--- src/sv/cpra_pkg.sv ---
// Package for the contiguous page run allocator: field widths, word types,
// walker control struct. No dependencies.
package cpra_pkg;

   localparam int PAGE_SHIFT    = 12;
   localparam int PAGE_BYTES    = 4096;
   localparam int NUM_PAGES_DEF = 1024;

   localparam int START_W = 22;
   localparam int END_W   = 23;
   localparam int SIZE_W  = 23;
   localparam int ADDR_W  = 22;

   // page-number widths that follow from the field widths
   localparam int LO_W   = START_W - PAGE_SHIFT;     // start page
   localparam int HI_W   = END_W - PAGE_SHIFT;       // end page
   localparam int NEED_W = SIZE_W - PAGE_SHIFT + 1;  // rounded-up page count

   localparam logic CMD_ALLOC = 1'b0;
   localparam logic CMD_FREE  = 1'b1;

   typedef struct packed {
      logic              cmd;
      logic [START_W-1:0] start_addr;
      logic [END_W-1:0]   end_addr;
      logic [SIZE_W-1:0]  size_bytes;
   } req_type;

   typedef struct packed {
      logic              found;
      logic [ADDR_W-1:0] run_addr;
   } rsp_type;

   // walker control: load a new [first, stop) range, or advance one page
   typedef struct packed {
      logic load;
      logic step;
   } walk_ctl_type;

endpackage

--- src/sv/cpra_ram.sv ---
// Generic single-write, single-read RAM with registered read data.
// No dependencies.
module cpra_ram #(
   parameter int WIDTH = 1,
   parameter int DEPTH = 1024
) (
   input  logic                     clock,
   input  logic                     we,
   input  logic [$clog2(DEPTH)-1:0] waddr,
   input  logic [WIDTH-1:0]         wdata,
   input  logic                     re,
   input  logic [$clog2(DEPTH)-1:0] raddr,
   output logic [WIDTH-1:0]         rdata
);

   logic [WIDTH-1:0] mem_ff [DEPTH];
   logic [WIDTH-1:0] rdata_ff;

   always_ff @(posedge clock) begin
      if (we) begin
         mem_ff[waddr] <= wdata;
      end
      if (re) begin
         rdata_ff <= mem_ff[raddr];
      end
   end

   assign rdata = rdata_ff;

endmodule

--- src/sv/cpra_walk.sv ---
// Shared page walker: one pointer, one incrementer, one end compare.
// Serves the clear sweep, the scan, the mark pass and the free pass. Uses cpra_pkg.
module cpra_walk #(
   parameter int IW        = 13,
   parameter int NUM_PAGES = 1024
) (
   input  logic                  clock,
   input  logic                  reset,
   input  cpra_pkg::walk_ctl_type ctl,
   input  logic [IW-1:0]         first,
   input  logic [IW-1:0]         stop,
   output logic [IW-1:0]         ptr,
   output logic                  act
);
   import cpra_pkg::*;

   logic [IW-1:0] ptr_ff, ptr_in;
   logic [IW-1:0] stop_ff, stop_in;
   logic          act_ff, act_in;
   logic [IW-1:0] ptr_inc;

   assign ptr_inc = ptr_ff + IW'(1);

   always_comb begin
      ptr_in  = ptr_ff;
      stop_in = stop_ff;
      act_in  = act_ff;
      priority if (ctl.load) begin
         ptr_in  = first;
         stop_in = stop;
         act_in  = (first < stop);
      end else if (ctl.step && act_ff) begin
         ptr_in = ptr_inc;
         act_in = (ptr_inc != stop_ff);
      end
   end

   // reset arms a full sweep over the map
   always_ff @(posedge clock) begin
      if (reset) begin
         ptr_ff  <= '0;
         stop_ff <= IW'(NUM_PAGES);
         act_ff  <= 1'b1;
      end else begin
         ptr_ff  <= ptr_in;
         stop_ff <= stop_in;
         act_ff  <= act_in;
      end
   end

   assign ptr = ptr_ff;
   assign act = act_ff;

endmodule

--- src/sv/contiguous_page_run_allocator.sv ---
// Top level of the first-fit contiguous page run allocator: sequencer, page map RAM,
// shared page walker. Uses cpra_pkg, cpra_ram, cpra_walk.
//
//   channel | ports                        | direction | handshake
//   --------+------------------------------+-----------+------------------------------
//   request | start, busy, req_data        | in        | word taken when start & !busy
//   result  | rsp_strobe, rsp_data         | out       | one-cycle strobe, no stall
//
// Sequence: an allocate scans the pages of its window, then marks the pages granted
// in a mark pass; a free releases its pages; a zero-size allocate answers without a
// scan. The single page walker and the one RAM port per direction handle one page a
// cycle.
// Reset: the map clears itself in a sweep over all pages; busy is high meanwhile.
// The result strobe lasts one cycle and the receiver cannot stall it.
module contiguous_page_run_allocator #(
   parameter int NUM_PAGES = cpra_pkg::NUM_PAGES_DEF
) (
   input  logic              clock,
   input  logic              reset,
   input  logic              start,
   output logic              busy,
   input  cpra_pkg::req_type req_data,
   output logic              rsp_strobe,
   output cpra_pkg::rsp_type rsp_data
);
   import cpra_pkg::*;

   localparam int PIDX_W = $clog2(NUM_PAGES);
   localparam int CNT_W  = $clog2(NUM_PAGES + 1);
   // wide enough for a page count, the map size and start + need
   localparam int IW     = ((CNT_W > NEED_W) ? CNT_W : NEED_W) + 1;

   typedef enum logic [5:0] {
      S_CLEAR = 6'b000001,
      S_IDLE  = 6'b000010,
      S_LOAD  = 6'b000100,
      S_SCAN  = 6'b001000,
      S_MARK  = 6'b010000,
      S_FREE  = 6'b100000
   } state_type;

   state_type state_ff, state_in;

   // latched request
   logic              cmd_ff, cmd_in;
   logic [LO_W-1:0]   lo_ff, lo_in;
   logic [HI_W-1:0]   hi_ff, hi_in;
   logic [NEED_W-1:0] need_ff, need_in;

   // scan bookkeeping
   logic [IW-1:0] run_ff, run_in;
   logic [IW-1:0] head_ff, head_in;
   logic [IW-1:0] rd_idx_ff, rd_idx_in;
   logic          rd_vld_ff, rd_vld_in;

   // result register
   logic    rsp_vld_ff, rsp_vld_in;
   rsp_type rsp_ff, rsp_in;

   // walker
   walk_ctl_type  wctl;
   logic [IW-1:0] w_first, w_stop, w_ptr;
   logic          w_act;

   // RAM
   logic              ram_we, ram_wdata, ram_re, ram_rdata;
   logic [PIDX_W-1:0] ram_addr;

   logic              accept;
   logic [IW-1:0]     np, lo_ext, hi_ext, need_ext, sum;
   logic [IW-1:0]     free_stop, scan_stop, run_next, head_sel;
   logic              hit;
   logic [IW+PAGE_SHIFT-1:0] addr_wide;

   assign accept = start && !busy;
   assign busy   = (state_ff != S_IDLE);

   assign np       = IW'(NUM_PAGES);
   assign lo_ext   = IW'(lo_ff);
   assign hi_ext   = IW'(hi_ff);
   assign need_ext = IW'(need_ff);
   assign sum      = lo_ext + need_ext;
   // free range end and scan window end, both clamped to the map
   assign free_stop = (sum < np) ? sum : np;
   assign scan_stop = (hi_ext < np) ? hi_ext : np;

   // scan check on the page read in the previous cycle
   assign run_next = run_ff + IW'(1);
   assign head_sel = (run_ff == '0) ? rd_idx_ff : head_ff;
   assign hit      = (state_ff == S_SCAN) && rd_vld_ff && !ram_rdata &&
                     (run_next >= need_ext);
   assign addr_wide = {head_sel, {PAGE_SHIFT{1'b0}}};

   always_comb begin
      state_in   = state_ff;
      cmd_in     = cmd_ff;
      lo_in      = lo_ff;
      hi_in      = hi_ff;
      need_in    = need_ff;
      run_in     = run_ff;
      head_in    = head_ff;
      rd_idx_in  = w_ptr;
      rd_vld_in  = 1'b0;
      rsp_vld_in = 1'b0;
      rsp_in     = rsp_ff;
      wctl       = '0;
      w_first    = lo_ext;
      w_stop     = scan_stop;
      ram_we     = 1'b0;
      ram_wdata  = 1'b0;
      ram_re     = 1'b0;

      unique case (state_ff)
         S_CLEAR: begin
            ram_we    = w_act;
            wctl.step = 1'b1;
            if (!w_act) begin
               state_in = S_IDLE;
            end
         end
         S_IDLE: begin
            if (accept) begin
               cmd_in   = req_data.cmd;
               lo_in    = req_data.start_addr[START_W-1:PAGE_SHIFT];
               hi_in    = req_data.end_addr[END_W-1:PAGE_SHIFT];
               // round size up to whole pages
               need_in  = {1'b0, req_data.size_bytes[SIZE_W-1:PAGE_SHIFT]}
                        + NEED_W'(|req_data.size_bytes[PAGE_SHIFT-1:0]);
               state_in = S_LOAD;
            end
         end
         S_LOAD: begin
            priority if (cmd_ff == CMD_FREE) begin
               wctl.load = 1'b1;
               w_stop    = free_stop;
               state_in  = S_FREE;
            end else if (need_ff == '0) begin
               rsp_vld_in = 1'b1;
               rsp_in     = '0;
               state_in   = S_IDLE;
            end else begin
               wctl.load = 1'b1;
               run_in    = '0;
               state_in  = S_SCAN;
            end
         end
         S_SCAN: begin
            priority if (hit) begin
               // run complete: walk back over it and mark used
               wctl.load       = 1'b1;
               w_first         = head_sel;
               w_stop          = rd_idx_ff + IW'(1);
               head_in         = head_sel;
               rsp_in.found    = 1'b1;
               rsp_in.run_addr = addr_wide[ADDR_W-1:0];
               state_in        = S_MARK;
            end else if (!rd_vld_ff && !w_act) begin
               rsp_vld_in = 1'b1;
               rsp_in     = '0;
               state_in   = S_IDLE;
            end else begin
               ram_re    = w_act;
               rd_vld_in = w_act;
               wctl.step = 1'b1;
               if (rd_vld_ff) begin
                  if (!ram_rdata) begin
                     run_in  = run_next;
                     head_in = head_sel;
                  end else begin
                     run_in = '0;
                  end
               end
            end
         end
         S_MARK: begin
            ram_we    = w_act;
            ram_wdata = 1'b1;
            wctl.step = 1'b1;
            if (!w_act) begin
               rsp_vld_in = 1'b1;
               state_in   = S_IDLE;
            end
         end
         S_FREE: begin
            ram_we    = w_act;
            wctl.step = 1'b1;
            if (!w_act) begin
               rsp_vld_in      = 1'b1;
               rsp_in.found    = 1'b1;
               rsp_in.run_addr = '0;
               state_in        = S_IDLE;
            end
         end
         default: begin
            state_in = S_IDLE;
         end
      endcase
   end

   always_ff @(posedge clock) begin
      if (reset) begin
         state_ff   <= S_CLEAR;
         rd_vld_ff  <= 1'b0;
         rsp_vld_ff <= 1'b0;
      end else begin
         state_ff   <= state_in;
         rd_vld_ff  <= rd_vld_in;
         rsp_vld_ff <= rsp_vld_in;
      end
   end

   always_ff @(posedge clock) begin
      cmd_ff    <= cmd_in;
      lo_ff     <= lo_in;
      hi_ff     <= hi_in;
      need_ff   <= need_in;
      run_ff    <= run_in;
      head_ff   <= head_in;
      rd_idx_ff <= rd_idx_in;
      rsp_ff    <= rsp_in;
   end

   assign ram_addr = w_ptr[PIDX_W-1:0];

   cpra_walk #(
      .IW        (IW),
      .NUM_PAGES (NUM_PAGES)
   ) u_walk (
      .clock (clock),
      .reset (reset),
      .ctl   (wctl),
      .first (w_first),
      .stop  (w_stop),
      .ptr   (w_ptr),
      .act   (w_act)
   );

   cpra_ram #(
      .WIDTH (1),
      .DEPTH (NUM_PAGES)
   ) u_map (
      .clock (clock),
      .we    (ram_we),
      .waddr (ram_addr),
      .wdata (ram_wdata),
      .re    (ram_re),
      .raddr (ram_addr),
      .rdata (ram_rdata)
   );

   assign rsp_strobe = rsp_vld_ff;
   assign rsp_data   = rsp_ff;

   // a request is always followed by a busy period
   a_accept_busy: assert property (@(posedge clock) disable iff (reset)
      accept |=> busy)
      else $error("accepted word did not raise busy");

   // strobe is a pulse and is never held high
   a_strobe_single: assert property (@(posedge clock) disable iff (reset)
      rsp_strobe |=> !rsp_strobe)
      else $error("result strobe held for two cycles");

   // finishing a request always produces exactly the strobe
   a_done_strobe: assert property (@(posedge clock) disable iff (reset)
      ($past(state_ff) != S_CLEAR) && $fell(busy) |-> rsp_strobe)
      else $error("request finished without a result");

   // a refused allocation reports no address
   a_miss_zero: assert property (@(posedge clock) disable iff (reset)
      rsp_strobe && !rsp_data.found |-> (rsp_data.run_addr == '0))
      else $error("not-found result carries an address");

   // the map is never read and written in the same cycle
   a_ram_port: assert property (@(posedge clock) disable iff (reset)
      !(ram_we && ram_re))
      else $error("page map read and written together");

endmodule
--- config.mk ---
export PLATFORM = sky130hd
export DESIGN_NAME = contiguous_page_run_allocator
export DESIGN_NICKNAME = d
export VERILOG_FILES = /design/src/sv/cpra_pkg.sv /design/src/sv/cpra_ram.sv /design/src/sv/cpra_walk.sv /design/src/sv/contiguous_page_run_allocator.sv
export SDC_FILE = /design/constraint.sdc
export NUM_CORES = 2
export LEC_CHECK = 0
export BUFFER_PORTS_ARGS = -buffer_cell sky130_fd_sc_hd__buf_4
export CAP_MARGIN = 20
export CORE_ASPECT_RATIO = 1.4
export CORE_MARGIN = 2
export CORE_UTILIZATION = 40
export CTS_CLUSTER_DIAMETER = 50
export DETAILED_ROUTE_END_ITERATION = 6
export PLACE_DENSITY = 0.63
export SETUP_SLACK_MARGIN = 0.15
export SLEW_MARGIN = 40
export SYNTH_ARGS = -nofsm -noshare
export SYNTH_HDL_FRONTEND = slang
export SYNTH_SLANG_ARGS = --single-unit
--- constraint.sdc ---
create_clock -name clock -period 66.3 [get_ports clock]
set_clock_uncertainty 0.1 [all_clocks]
set_input_delay 13.26 -clock clock [delete_from_list [all_inputs] [get_ports clock]]
set_output_delay 13.26 -clock clock [all_outputs]
set_load 0.02 [all_outputs]
==> results.sh <==
export IMPL_cts_buffer_depth=3
export IMPL_numCtsBuffers=105
export IMPL_area_delta_synth_final_pct=11.5
export IMPL_dp_hpwl_um=79900
export IMPL_cts_htree_levels=3
export IMPL_worst_pin_slew_ns=0.922
export IMPL_die_area_mm2=0.130
export IMPL_ctsHoldBuffers=0
export IMPL_grt_pass1_vias=32100
export IMPL_synth_warnings=0
export IMPL_antenna_found_initial=0
export IMPL_yosys_top_cells_count="nor2_1 (1104), edfxtp_1 (1096), mux2i_1 (491)"
export IMPL_share_comb_of_total_power_pct=15.4
export IMPL_clk_pin_slew_ns=0.07
export IMPL_grt_ovfl_total=0
export IMPL_setup_tns_ns=0
export IMPL_drtPass1Iterations=5
export IMPL_ys_ff_latch=1144
export IMPL_die_x_um=306
export IMPL_min_period_ns=15.40
export IMPL_clk_latency_ns=0.73
export IMPL_cts_sinks=1144
export IMPL_drc=0
export IMPL_start_util_pct=40.1
export IMPL_core_region_area_mm2=0.127
export IMPL_syn_area_mm2=0.0510
export IMPL_cp_arrival_ns=2.04
export IMPL_timing_fmax_mhz=64.9
export IMPL_nFillCells=11300
export IMPL_synth_distinct_cells=72
export IMPL_synthCells=4037
export IMPL_grt_max_degree=144
export IMPL_period_share_pct=23.2
export IMPL_nets=4069
export IMPL_crit_type="flip-flop to primary output"
export IMPL_swShare_pct=27.1
export IMPL_drive_gt1_share_pct=11.0
export IMPL_io_pins=97
export IMPL_rsz0062_at_grt="no"
export IMPL_end_kind="primary output"
export IMPL_drv_cap=0
export IMPL_place_gp_congestion=0.829
export IMPL_seq_power_share_pct=46.9
export IMPL_hold_class="flip-flop to flip-flop"
export IMPL_die_h_um=426
export IMPL_ys_flop_type="edfxtp_1"
export IMPL_routed_wl_um=152000
export IMPL_pre_cts_slack_ns=51.19
export IMPL_hold_violations=0
export IMPL_vdd_drop_max_v=0.0000201
export IMPL_switching_power_w=0.000459
export IMPL_seq_area_frac_synth_pct=66.4
export IMPL_drtAntennaViolNets=0
export IMPL_cp_max_fo=5
export IMPL_maxSlewViolCount=0
export IMPL_cts_tree="built"
export IMPL_synthArstFlopShare_pct=0
export IMPL_ctsResizeCount=0
export IMPL_status="finished, final reports clean"
export IMPL_synth_top_cell_by_area="edfxtp_1"
export IMPL_synth_top_area_share_pct=64.6
export IMPL_cellPowerDensity_mw_per_mm2=29.8
export IMPL_setup_violations=0
export IMPL_drt_iter0_markers=3664
export IMPL_post_cts_setup_buffer_count=0
export IMPL_via_per_inst=5.83
export IMPL_cp_required_ns=52.94
export IMPL_pwr_share_clk_pct=37.7
export IMPL_avgSynthCellArea_um2=12.6
export IMPL_p_leak_nw=15.5
export IMPL_io_buffer_count=60
export IMPL_grt_pass1_wl_um=216000
export IMPL_slew_headroom_pct=38.6
export IMPL_worst_slack_ns=50.90
export IMPL_synth_most_common_cell="nor2_1"
export IMPL_cts_root_buffer="clkbuf_16"
export IMPL_via_count=33200
export IMPL_rows=155
export IMPL_grt_usage_pct=22.7
export IMPL_cp_start_kind="flip-flop"
export IMPL_synth_edf_count=1096
export IMPL_wire_per_inst_um=26.6
export IMPL_p_int_w=0.00124
export IMPL_yosys_top_cells_area="edfxtp_1 (65%), mux2i_1 (9.6%), nor2_1 (8.1%)"
## registers in the layout, summed over array words and instances (netlist names)
| register | count |
|---|---|
| lo_ff | 10 |
| rsp_data | 11 |
| u_walk.stop_ff | 13 |
| rsp_strobe | 1 |
| hi_ff | 11 |
| need_ff | 12 |
| rd_idx_ff | 13 |
| u_walk.ptr | 13 |
| rd_vld_ff | 1 |
| u_map.rdata | 1 |
| state_ff | 6 |
| head_ff | 13 |
| run_ff | 13 |
| cmd_ff | 1 |
| u_walk.act | 1 |
| u_map.mem_ff | 1024 |
## worst max-delay path, stage by stage, from the launching register on
cell	delay, ns
dfxtp_1	0.34
nor2_1	0.26
nand3b_1	0.13
nor3_1	0.34
inv_1	0.08
buf_4	0.17
## metal layers
metal  global-route usage (%)  wire length [µm]  share of wire, %
met1                     26.8             56100                37
met2                     40.9             77400                51
met3                     3.22             11100               7.3
met4                     10.3              6930               4.6
met5                        0                 0                 0
## cell usage in the layout (no fill, tap or decap), drive strengths merged, types with 5 or more instances in the layout
master       n
a211oi      19
buf        150
inv         37
o22a         9
bufinv      17
o2111ai     12
mux2        11
clkinv      47
xor2        33
a21oi       31
o22ai      218
and2        18
o21bai       5
mux4        17
clkinvlp     6
o21ai       40
edfxtp    1096
a31oi        9
a21o        24
clkbuf     126
nor3b        5
ha          43
nand2      100
nand4       12
nand4bb      6
nor2      1105
conb        12
nor4        58
nor3        27
and3        24
mux2i      491
nor2b       12
xnor2       33
a311oi      10
nand2b       8
o211ai       8
nand3       67
dfxtp       48
## layout make-up
type | instances | area (µm²) | share of cell area, %
inverters | 33 | 124 | 0.218
repair buffers | 151 | 1280 | 2.25
clock inverters | 74 | 890 | 1.56
well taps | 1648 | 2060 | 3.63
multi-input cells | 2518 | 15900 | 27.9
clock buffers | 125 | 2730 | 4.81
diodes | 1 | 2.50 | 0.00440
flip-flops and latches | 1144 | 33900 | 59.6
## stage by stage
stage | hold WS, ns | util, % | power (W) | instances | instance area (µm²)
6_report | 0.288 | 44.8 | 0.00170 | 5694 | 56900
5_1_grt | 0.294 | 44.8 | 0.00174 | 5693 | 56900
2_1_floorplan | 0.229 | - | 0.000973 | 4048 | 51000
3_5_place_dp | 0.278 | 41.9 | 0.00107 | 5493 | 53200
3_3_place_gp | 0.279 | 41.7 | 0.00107 | 5489 | 53000
4_1_cts | 0.289 | 44.7 | 0.00170 | 5692 | 56800
## final timing paths
path                               from                     to  slack (ns)  cells after the start
max            state_ff[2]$_SDFFE_PP0P_                   busy       50.90                      5
min          u_walk.ptr[3]$_SDFFE_PP0P_   rd_idx_ff[3]$_DFF_P_        0.29                      0
max reg2reg  u_walk.ptr[1]$_SDFFE_PP0P_  u_map.rdata$_DFFE_PP_       60.59                     12
min reg2reg  u_walk.ptr[3]$_SDFFE_PP0P_   rd_idx_ff[3]$_DFF_P_        0.29                      0
## logic make-up (layout without fill, tap and decap cells)
| family | after synthesis | after routing | share of synthesized area [%] |
|---|---|---|---|
| DFF | 1144 | 1144 | 66.4 |
| AOI/OAI and AO/OA | 409 | 409 | 5.32 |
| xor gates and xnor gates | 66 | 66 | 1.15 |
| muxes | 519 | 519 | 10.6 |
| other | 1 | 13 | 0.00736 |
| adders and majority gates | 44 | 44 | 1.09 |
| buffers and inverters | 386 | 383 | 3.26 |
| and+or+nand+nor | 1468 | 1468 | 12.1 |
## power by group through the flow
stage	clock, W	sequential [W]	combinational [W]
after CTS	0.000646	0.000795	0.000259
final	0.000639	0.000795	0.000262
after detailed placement	0	0.000811	0.000258
after floorplan	0	0.000805	0.000168
after global placement	0	0.000811	0.000256
after global routing	0.000673	0.000795	0.000269
Power figures use the tool's default switching activity.
